[config.mk]
export PLATFORM = sky130hd
export DESIGN_NAME = binary_min_heap_priority_queue
export DESIGN_NICKNAME = d
export VERILOG_FILES = /design/src/rtl/bmhpq_pkg.sv /design/src/rtl/bmhpq_cmp.sv /design/src/rtl/bmhpq_store.sv /design/src/rtl/binary_min_heap_priority_queue.sv
export SDC_FILE = /design/constraint.sdc
export NUM_CORES = 2
export LEC_CHECK = 0
export BUFFER_PORTS_ARGS = -buffer_cell sky130_fd_sc_hd__buf_2
export CAP_MARGIN = 20
export CELL_PAD_IN_SITES_DETAIL_PLACEMENT = 0
export CELL_PAD_IN_SITES_GLOBAL_PLACEMENT = 2
export CORE_UTILIZATION = 40
export CTS_CLUSTER_SIZE = 24
export DETAILED_ROUTE_END_ITERATION = 16
export PLACE_DENSITY_LB_ADDON = 0.1
export SYNTH_ARGS = -nofsm -noshare
export SYNTH_HDL_FRONTEND = slang
export SYNTH_SLANG_ARGS = --single-unit
export TNS_END_PERCENT = 1
[constraint.sdc]
create_clock -name clk_i -period 8.05 [get_ports clk_i]
set_input_delay 1.61 -clock clk_i [delete_from_list [all_inputs] [get_ports clk_i]]
set_output_delay 1.61 -clock clk_i [all_outputs]
set_load 0.03 [all_outputs]
[src/rtl/bmhpq_pkg.sv]
// Shared types and codes for the binary min-heap priority queue.
// Depends on nothing; used by every module under rtl.
package bmhpq_pkg;

  // default number of heap slots
  localparam int unsigned CapacityDef = 64;

  // widths of the entry fields
  localparam int unsigned PrioW  = 8;
  localparam int unsigned TimeW  = 16;
  localparam int unsigned TagW   = 16;
  localparam int unsigned OccW   = 7;
  localparam int unsigned StatW  = 2;
  localparam int unsigned EntryW = PrioW + TimeW + TagW;

  // one stored heap entry, ordered by (prio, treat_time)
  typedef struct packed {
    logic [TagW-1:0]  tag;
    logic [TimeW-1:0] treat_time;
    logic [PrioW-1:0] prio;
  } entry_t;

  // request kind
  typedef enum logic {
    OP_PUSH = 1'b0,
    OP_POP  = 1'b1
  } opcode_e;

  // result status
  typedef enum logic [StatW-1:0] {
    STAT_PUSHED = 2'd0,
    STAT_FULL   = 2'd1,
    STAT_POPPED = 2'd2,
    STAT_EMPTY  = 2'd3
  } status_e;

endpackage

[src/rtl/bmhpq_cmp.sv]
// Shared key comparator: strict less-than on the (prio, treat_time) pair.
// Depends on bmhpq_pkg for the entry type.
module bmhpq_cmp (
  input  bmhpq_pkg::entry_t lhs_i,
  input  bmhpq_pkg::entry_t rhs_i,
  output logic              lt_o
);

  // lexicographic compare, priority in the upper bits of the key
  assign lt_o = {lhs_i.prio, lhs_i.treat_time} < {rhs_i.prio, rhs_i.treat_time};

endmodule

[src/rtl/bmhpq_store.sv]
// Heap entry memory: one write port, two registered read ports.
// Depends on bmhpq_pkg for the entry type.
module bmhpq_store #(
  parameter int unsigned Depth = bmhpq_pkg::CapacityDef,
  parameter int unsigned AddrW = $clog2(Depth)
) (
  input  logic              clk_i,
  input  logic              we_i,
  input  logic [AddrW-1:0]  waddr_i,
  input  bmhpq_pkg::entry_t wdata_i,
  input  logic              re_i,
  input  logic [AddrW-1:0]  raddr_a_i,
  input  logic [AddrW-1:0]  raddr_b_i,
  output bmhpq_pkg::entry_t rdata_a_o,
  output bmhpq_pkg::entry_t rdata_b_o
);

  bmhpq_pkg::entry_t mem_q [Depth];

  // write port
  always_ff @(posedge clk_i) begin
    if (we_i) begin
      mem_q[waddr_i] <= wdata_i;
    end
  end

  // read ports, data held while no read is issued
  always_ff @(posedge clk_i) begin
    if (re_i) begin
      rdata_a_o <= mem_q[raddr_a_i];
      rdata_b_o <= mem_q[raddr_b_i];
    end
  end

endmodule

[src/rtl/binary_min_heap_priority_queue.sv]
// Bounded binary min-heap priority queue, smallest (prio, treat_time) served first.
// Depends on bmhpq_pkg, bmhpq_store and bmhpq_cmp.
//
// A request is a push (tuser 0) or a pop (tuser 1); each request gives exactly one
// result with a status, the popped entry (zero otherwise) and the occupancy after the
// request. The block takes one request at a time: a push walks the hole up the tree
// with a parent read, then a compare and move, at each level, and a pop first fetches
// root and last entry, then goes down a level at a time (read both children, two
// compares on the single comparator, move) and places the moving entry before it
// exits. A full push or an empty pop goes straight to its result. The steps per level
// are set by the single comparator and the registered read of the entry memory. A
// finished result sits in an output register, so the next request is taken while it
// waits.
module binary_min_heap_priority_queue #(
  parameter int unsigned CAPACITY = bmhpq_pkg::CapacityDef
) (
  input  logic        clk_i,
  input  logic        rst_ni,
  // request channel
  input  logic        s_axis_tvalid,
  output logic        s_axis_tready,
  input  logic [39:0] s_axis_tdata,  // prio[7:0], treat_time[23:8], tag[39:24]
  input  logic        s_axis_tuser,  // opcode[0]
  // result channel
  output logic        m_axis_tvalid,
  input  logic        m_axis_tready,
  output logic [47:0] m_axis_tdata,  // out_prio[7:0], out_treat_time[23:8],
                                     // out_tag[39:24], occupancy[46:40], zero[47]
  output logic [1:0]  m_axis_tuser   // status[1:0]
);

  localparam int unsigned AddrW = $clog2(CAPACITY);
  localparam int unsigned CntW  = $clog2(CAPACITY + 1);
  localparam int unsigned ChW   = CntW + 1;

  typedef enum logic [7:0] {
    S_IDLE   = 8'b0000_0001,
    S_POP_LD = 8'b0000_0010,
    S_UP_RD  = 8'b0000_0100,
    S_UP_CMP = 8'b0000_1000,
    S_DN_RD  = 8'b0001_0000,
    S_DN_C1  = 8'b0010_0000,
    S_DN_C2  = 8'b0100_0000,
    S_FIN    = 8'b1000_0000
  } state_e;

  state_e state_q, state_d;
  logic [CntW-1:0] count_q, count_d;
  logic [CntW-1:0] idx_q, idx_d;
  bmhpq_pkg::entry_t mov_q, mov_d;
  logic best_first_q, best_first_d;
  bmhpq_pkg::status_e res_stat_q, res_stat_d;
  bmhpq_pkg::entry_t res_ent_q, res_ent_d;
  logic out_valid_q, out_valid_d;
  bmhpq_pkg::status_e out_stat_q, out_stat_d;
  bmhpq_pkg::entry_t out_ent_q, out_ent_d;
  logic [bmhpq_pkg::OccW-1:0] out_occ_q, out_occ_d;

  // memory and comparator hookup
  logic mem_we, mem_re;
  logic [AddrW-1:0] mem_waddr, mem_raddr_a, mem_raddr_b;
  bmhpq_pkg::entry_t mem_wdata, rdata_a, rdata_b;
  bmhpq_pkg::entry_t cmp_lhs, cmp_rhs;
  logic cmp_lt;

  // request decode
  logic req_fire;
  bmhpq_pkg::opcode_e req_op;
  bmhpq_pkg::entry_t req_ent;

  // child slots of the hole during sift-down
  logic [ChW-1:0] first_slot, second_slot, count_ext;
  logic first_in, second_in;

  assign s_axis_tready = (state_q == S_IDLE);
  assign req_fire      = s_axis_tvalid & s_axis_tready;
  assign req_op        = bmhpq_pkg::opcode_e'(s_axis_tuser);
  assign req_ent       = bmhpq_pkg::entry_t'(s_axis_tdata);

  assign first_slot  = {idx_q, 1'b1};
  assign second_slot = {idx_q, 1'b0};
  assign count_ext   = {1'b0, count_q};
  assign first_in    = (first_slot <= count_ext);
  assign second_in   = (second_slot <= count_ext);

  bmhpq_store #(
    .Depth (CAPACITY),
    .AddrW (AddrW)
  ) u_store (
    .clk_i     (clk_i),
    .we_i      (mem_we),
    .waddr_i   (mem_waddr),
    .wdata_i   (mem_wdata),
    .re_i      (mem_re),
    .raddr_a_i (mem_raddr_a),
    .raddr_b_i (mem_raddr_b),
    .rdata_a_o (rdata_a),
    .rdata_b_o (rdata_b)
  );

  bmhpq_cmp u_cmp (
    .lhs_i (cmp_lhs),
    .rhs_i (cmp_rhs),
    .lt_o  (cmp_lt)
  );

  // operand select for the shared comparator
  always_comb begin
    cmp_lhs = mov_q;
    cmp_rhs = rdata_a;
    case (state_q)
      S_UP_CMP: begin
        cmp_lhs = mov_q;
        cmp_rhs = rdata_a;
      end
      S_DN_C1: begin
        cmp_lhs = rdata_a;
        cmp_rhs = mov_q;
      end
      S_DN_C2: begin
        cmp_lhs = rdata_b;
        cmp_rhs = best_first_q ? rdata_a : mov_q;
      end
      default: begin
        cmp_lhs = mov_q;
        cmp_rhs = rdata_a;
      end
    endcase
  end

  // sequencer
  always_comb begin
    state_d      = state_q;
    count_d      = count_q;
    idx_d        = idx_q;
    mov_d        = mov_q;
    best_first_d = best_first_q;
    res_stat_d   = res_stat_q;
    res_ent_d    = res_ent_q;
    out_valid_d  = out_valid_q & ~m_axis_tready;
    out_stat_d   = out_stat_q;
    out_ent_d    = out_ent_q;
    out_occ_d    = out_occ_q;
    mem_we       = 1'b0;
    mem_waddr    = AddrW'(idx_q - CntW'(1));
    mem_wdata    = mov_q;
    mem_re       = 1'b0;
    mem_raddr_a  = '0;
    mem_raddr_b  = '0;

    case (state_q)
      S_IDLE: begin
        if (req_fire) begin
          res_ent_d = '0;
          if (req_op == bmhpq_pkg::OP_PUSH) begin
            if (count_q == CntW'(CAPACITY)) begin
              res_stat_d = bmhpq_pkg::STAT_FULL;
              state_d    = S_FIN;
            end else begin
              res_stat_d = bmhpq_pkg::STAT_PUSHED;
              count_d    = count_q + CntW'(1);
              idx_d      = count_q + CntW'(1);
              mov_d      = req_ent;
              state_d    = S_UP_RD;
            end
          end else begin
            if (count_q == '0) begin
              res_stat_d = bmhpq_pkg::STAT_EMPTY;
              state_d    = S_FIN;
            end else begin
              // fetch root and last entry together
              res_stat_d  = bmhpq_pkg::STAT_POPPED;
              count_d     = count_q - CntW'(1);
              mem_re      = 1'b1;
              mem_raddr_a = '0;
              mem_raddr_b = AddrW'(count_q - CntW'(1));
              state_d     = S_POP_LD;
            end
          end
        end
      end

      S_POP_LD: begin
        res_ent_d = rdata_a;
        mov_d     = rdata_b;
        idx_d     = CntW'(1);
        state_d   = (count_q == '0) ? S_FIN : S_DN_RD;
      end

      // sift-up: read the parent of the hole, or place the entry at the root
      S_UP_RD: begin
        if (idx_q == CntW'(1)) begin
          mem_we  = 1'b1;
          state_d = S_FIN;
        end else begin
          mem_re      = 1'b1;
          mem_raddr_a = AddrW'((idx_q >> 1) - CntW'(1));
          state_d     = S_UP_CMP;
        end
      end

      // parent strictly greater: move it down into the hole; else place the entry
      S_UP_CMP: begin
        mem_we = 1'b1;
        if (cmp_lt) begin
          mem_wdata = rdata_a;
          idx_d     = idx_q >> 1;
          state_d   = S_UP_RD;
        end else begin
          state_d = S_FIN;
        end
      end

      // sift-down: read both children of the hole, or place the entry at a leaf
      S_DN_RD: begin
        if (!second_in) begin
          mem_we  = 1'b1;
          state_d = S_FIN;
        end else begin
          mem_re      = 1'b1;
          mem_raddr_a = first_in ? AddrW'(first_slot - ChW'(1)) : '0;
          mem_raddr_b = AddrW'(second_slot - ChW'(1));
          state_d     = S_DN_C1;
        end
      end

      // child at 2i+1 against the moving entry
      S_DN_C1: begin
        best_first_d = first_in & cmp_lt;
        state_d      = S_DN_C2;
      end

      // child at 2i against the best so far, then move
      S_DN_C2: begin
        mem_we = 1'b1;
        if (cmp_lt) begin
          mem_wdata = rdata_b;
          idx_d     = CntW'(second_slot);
          state_d   = S_DN_RD;
        end else if (best_first_q) begin
          mem_wdata = rdata_a;
          idx_d     = CntW'(first_slot);
          state_d   = S_DN_RD;
        end else begin
          state_d = S_FIN;
        end
      end

      // hand the result to the output register once it is free
      S_FIN: begin
        if (!out_valid_q || m_axis_tready) begin
          out_valid_d = 1'b1;
          out_stat_d  = res_stat_q;
          out_ent_d   = res_ent_q;
          out_occ_d   = bmhpq_pkg::OccW'(count_q);
          state_d     = S_IDLE;
        end
      end

      default: begin
        state_d = S_IDLE;
      end
    endcase
  end

  // control state
  always_ff @(posedge clk_i or negedge rst_ni) begin
    if (!rst_ni) begin
      state_q     <= S_IDLE;
      count_q     <= '0;
      out_valid_q <= 1'b0;
    end else begin
      state_q     <= state_d;
      count_q     <= count_d;
      out_valid_q <= out_valid_d;
    end
  end

  // working and result payload
  always_ff @(posedge clk_i) begin
    idx_q        <= idx_d;
    mov_q        <= mov_d;
    best_first_q <= best_first_d;
    res_stat_q   <= res_stat_d;
    res_ent_q    <= res_ent_d;
    out_stat_q   <= out_stat_d;
    out_ent_q    <= out_ent_d;
    out_occ_q    <= out_occ_d;
  end

  assign m_axis_tvalid = out_valid_q;
  assign m_axis_tuser  = out_stat_q;
  assign m_axis_tdata  = {1'b0, out_occ_q, out_ent_q};

  // checks on the sequencer
  a_count_bound: assert property (@(posedge clk_i) disable iff (!rst_ni)
    count_q <= CntW'(CAPACITY))
    else $error("entry count above capacity");

  a_write_busy: assert property (@(posedge clk_i) disable iff (!rst_ni)
    mem_we |-> (state_q != S_IDLE) && (state_q != S_FIN))
    else $error("memory written outside a sift");

  a_empty_pop: assert property (@(posedge clk_i) disable iff (!rst_ni)
    req_fire && (req_op == bmhpq_pkg::OP_POP) && (count_q == '0)
    |=> (state_q == S_FIN) && (count_q == '0))
    else $error("empty pop changed the heap");

  a_hole_range: assert property (@(posedge clk_i) disable iff (!rst_ni)
    (state_q == S_DN_RD) |-> (idx_q != '0) && (idx_q <= count_q))
    else $error("sift-down hole out of range");

endmodule

==> out/metrics.csv <==
stage;metric;value;unit
outcome;status;complete, no violations;
critical_path;worst path cell trace;nor4_4 -> nand3_1 -> nor2_4 -> buf_4 -> nor2_4 -> buf_4 -> mux2i_1 -> ha_1 -> a21o_1 -> a211oi_1 -> o21ai_0 -> a31o_1 -> a221o_1 -> a21o_4 -> nor2_4 -> buf_12 -> a221o_2;
grt;initial antenna violation count;58;
timing;Worst Skew;68.3;ps
final_layout;share of layout cells above drive strength 1;0.172;
clock_network;CTS Buffer Depth;4;
grt;largest net degree at the start of global routing;147;
grt;grt total ovfl;0;
critical_path;CP Class;reg -> reg;
yosys;EDFF count, synth;2779;
yosys;share of flip-flops with an asynchronous set or reset;0.00572;
yosys;Area contributors post-synth;edfxtp_1 (62%), mux2i_1 (8.2%), mux4_2 (4.1%);
critical_path;Buf+Inv Stages, Crit Path;3;
floorplan;Initial Util;0.402;
yosys;synthesized area per cell;13.5;µm²
clock_network;CTS H-tree lvls;5;
floorplan;IO Pins;97;
critical_path;Top delay family on crit path;compound AO/OA/AOI/OAI gates;
placement;dpl hpwl;359000;µm
final_layout;Area Growth Syn to Fin;13.7;%
yosys;Syn Inst Count;9957;
yosys;Commonest cells post-synth;edfxtp_1 (2779), nand2_1 (1443), mux2i_1 (1094);
critical_path;worst-case reg-to-reg path depth;17;
power;power per cell area;291;nW/µm²
clock_network;CTS Buf Count;323;
yosys;register area share after synthesis;0.625;
clock_network;CTS root buffer;clkbuf_16;
detailed_routing;1st-iter DRT viols;17324;
timing;Slew @ Worst Pin;1290;ps
placement;placer congestion estimate;0.889;
timing;RSZ-0062 raised after global routing;false;
final_layout;Storage cell area;83900;µm²
detailed_routing;drc violations;0;
floorplan;die width;581;µm
critical_path;Startpoint Class;register;
floorplan;core region area;333000;µm²
floorplan;area of the die;338000;µm²
detailed_routing;Via density;6.98;
detailed_routing;DR vias;101880;
yosys;Seq cells post-synth;2795;
power;static leakage power;55.8;nW
clock_network;clk slew on worst S/H paths;60;ps
detailed_routing;drt pass-1 iters;8;
yosys;most frequent cell after synthesis;edfxtp_1;
critical_path;stages on the worst setup path;17;
timing;post-layout min period;6850;ps
final_layout;Final nets;9985;
grt;number of global-route vias before repair;94754;
grt;first-pass GRT wire length;873000;µm
detailed_routing;DRT Wirelength;668000;µm
floorplan;DIE HEIGHT;581;µm
yosys;Synth top area share;0.622;
critical_path;CP max stage delay;980;ps
yosys;Post-Syn Area;134000;µm²
timing;setup TNS;0;ps
clock_network;Clk Latency, worst-skew pair;960;ps
critical_path;critical-path maximum fanout;64;
clock_network;Resized cells post-CTS;0;
clock_network;Sink Count;2795;
yosys;distinct cell type count after synthesis;85;
timing;fmax;0.146;GHz
floorplan;Core Rows;212;
timing;# setup viols final;0;
final_layout;filler instances;29580;
yosys;warnings from Yosys;0;
hold_path;Min-Delay Path Depth;0;
yosys;Yosys top cell by area;edfxtp_1;
yosys;Mapped Nets;10038;
critical_path;slowest CP cell;a221o_2;
timing;Hold Vio Cnt, Final;0;
clock_network;CTS Hold Buffers Added;0;
critical_path;Worst setup EP type;register;
timing;Slew Viols, Final;0;
critical_path;CP required;8600;ps
power;worst vdd ir;286;µV
critical_path;WP data arrival;7400;ps
timing;Final Cycle Share;0.851;
final_layout;multi-input logic area;47400;µm²
clock_network;CTS tree;yes;
grt;GRT Total Usage;0.384;
final_layout;Core Util, Final;0.457;
clock_network;setup bufs post-CTS;0;
detailed_routing;remaining antenna violation count;0;
power;Design Power;44.3;mW
yosys;Main synth FF type;edfxtp_1;
critical_path;crit-path most repeated cell;nor2_4;
detailed_routing;wire length per cell;45.8;µm
hold_path;Hold Crit Class;reg -> reg;
placement;IO Port Bufs;95;
timing;Slew HR;0.141;
flow_run;maxcap violations;0;
-- cells in the final DEF (no fill, tap or decap), drive strengths merged, types with 34 or more instances in the layout --
cell     count
mux2       440
clkinv     151
nand4       77
ha          36
a21oi      520
o211ai      47
a211oi     127
o32ai       91
a211o       37
edfxtp    2779
and2        44
o21ai      298
o22a        42
buf        455
nor3        97
clkbuf     385
o22ai      223
a221o       41
or4         67
a221oi      41
a222oi      81
diode       35
a311oi      79
mux4       242
nor2       148
and3        81
mux2i     1094
nand3      458
a31oi      177
nand2     1444
bufinv      34
a2111oi     57
-- where the power goes --
group | internal [mW] | switching, mW
sequential | 17.6 | 0.851
combinational | 3.15 | 7.75
clock | 8.62 | 6.37
-- sequential cells by signal, summed over array words and instances, names as in the netlist --
signal             flops
best_first_q           1
count_q                7
idx_q                  7
m_axis_tdata          40
m_axis_tuser           2
m_axis_tvalid          1
mov_q                 40
out_occ_q              7
res_ent_q             40
res_stat_q             2
state_q                8
u_store.mem_q       2560
u_store.rdata_a_o     40
u_store.rdata_b_o     40
-- final cells by class --
class | instances | share of cell area
Sequential cell | 2795 | 0.550
Inverter | 19 | 0.000468
Multi-Input combinational cell | 6310 | 0.311
Antenna cell | 35 | 0.000575
Clock inverter | 208 | 0.0129
Tap cell | 4387 | 0.0360
Timing Repair Buffer | 455 | 0.0328
Clock buffer | 385 | 0.0557
-- logic make-up (layout without fill, tap and decap cells) --
group	count (synthesis)	count (layout)	share of synthesized area
other	1	36	0.0000280
adder cells (fa/ha/maj)	36	36	0.00336
flip-flops	2795	2795	0.625
AO/OA/AOI/OAI	1990	1990	0.0999
buffers and inverters	852	1067	0.0276
AND/OR/NAND/NOR	2480	2480	0.0828
XOR/XNOR	27	27	0.00176
multiplexers	1776	1776	0.159
-- metal layers --
layer | vias up | share of wire | GRT usage
li1 | 39249 | - | -
met1 | 52822 | 0.38 | 0.510
met2 | 8082 | 0.42 | 0.558
met3 | 1697 | 0.13 | 0.117
met4 | 30 | 0.063 | 0.215
met5 | - | 0.00044 | 0.00241
-- worst paths after layout --
check | startpoint | to | slack, ps
worst min-delay path | res_ent_q[12] | m_axis_tdata[12] | 420
worst min register to register | res_ent_q[12] | m_axis_tdata[12] | 420
min in group asynchronous | rst_ni | count_q[0] | 610
max in group asynchronous | rst_ni | state_q[0] | 7110
worst max register to register | state_q[7] | u_store.mem_q[28][0] | 1200
worst max-delay path | state_q[7] | u_store.mem_q[28][0] | 1200
-- metrics by stage --
step,worst slack (ps),hold slack [ps],cells,instance area (µm²)
6_report,1200,417,14594,152000
3_3_place_gp,1330,403,13932,141000
4_1_cts,1250,412,14532,152000
2_1_floorplan,1550,400,9957,134000
5_1_grt,959,425,14568,152000
3_5_place_dp,1270,405,13939,141000
Power figures use the tool's default switching activity.
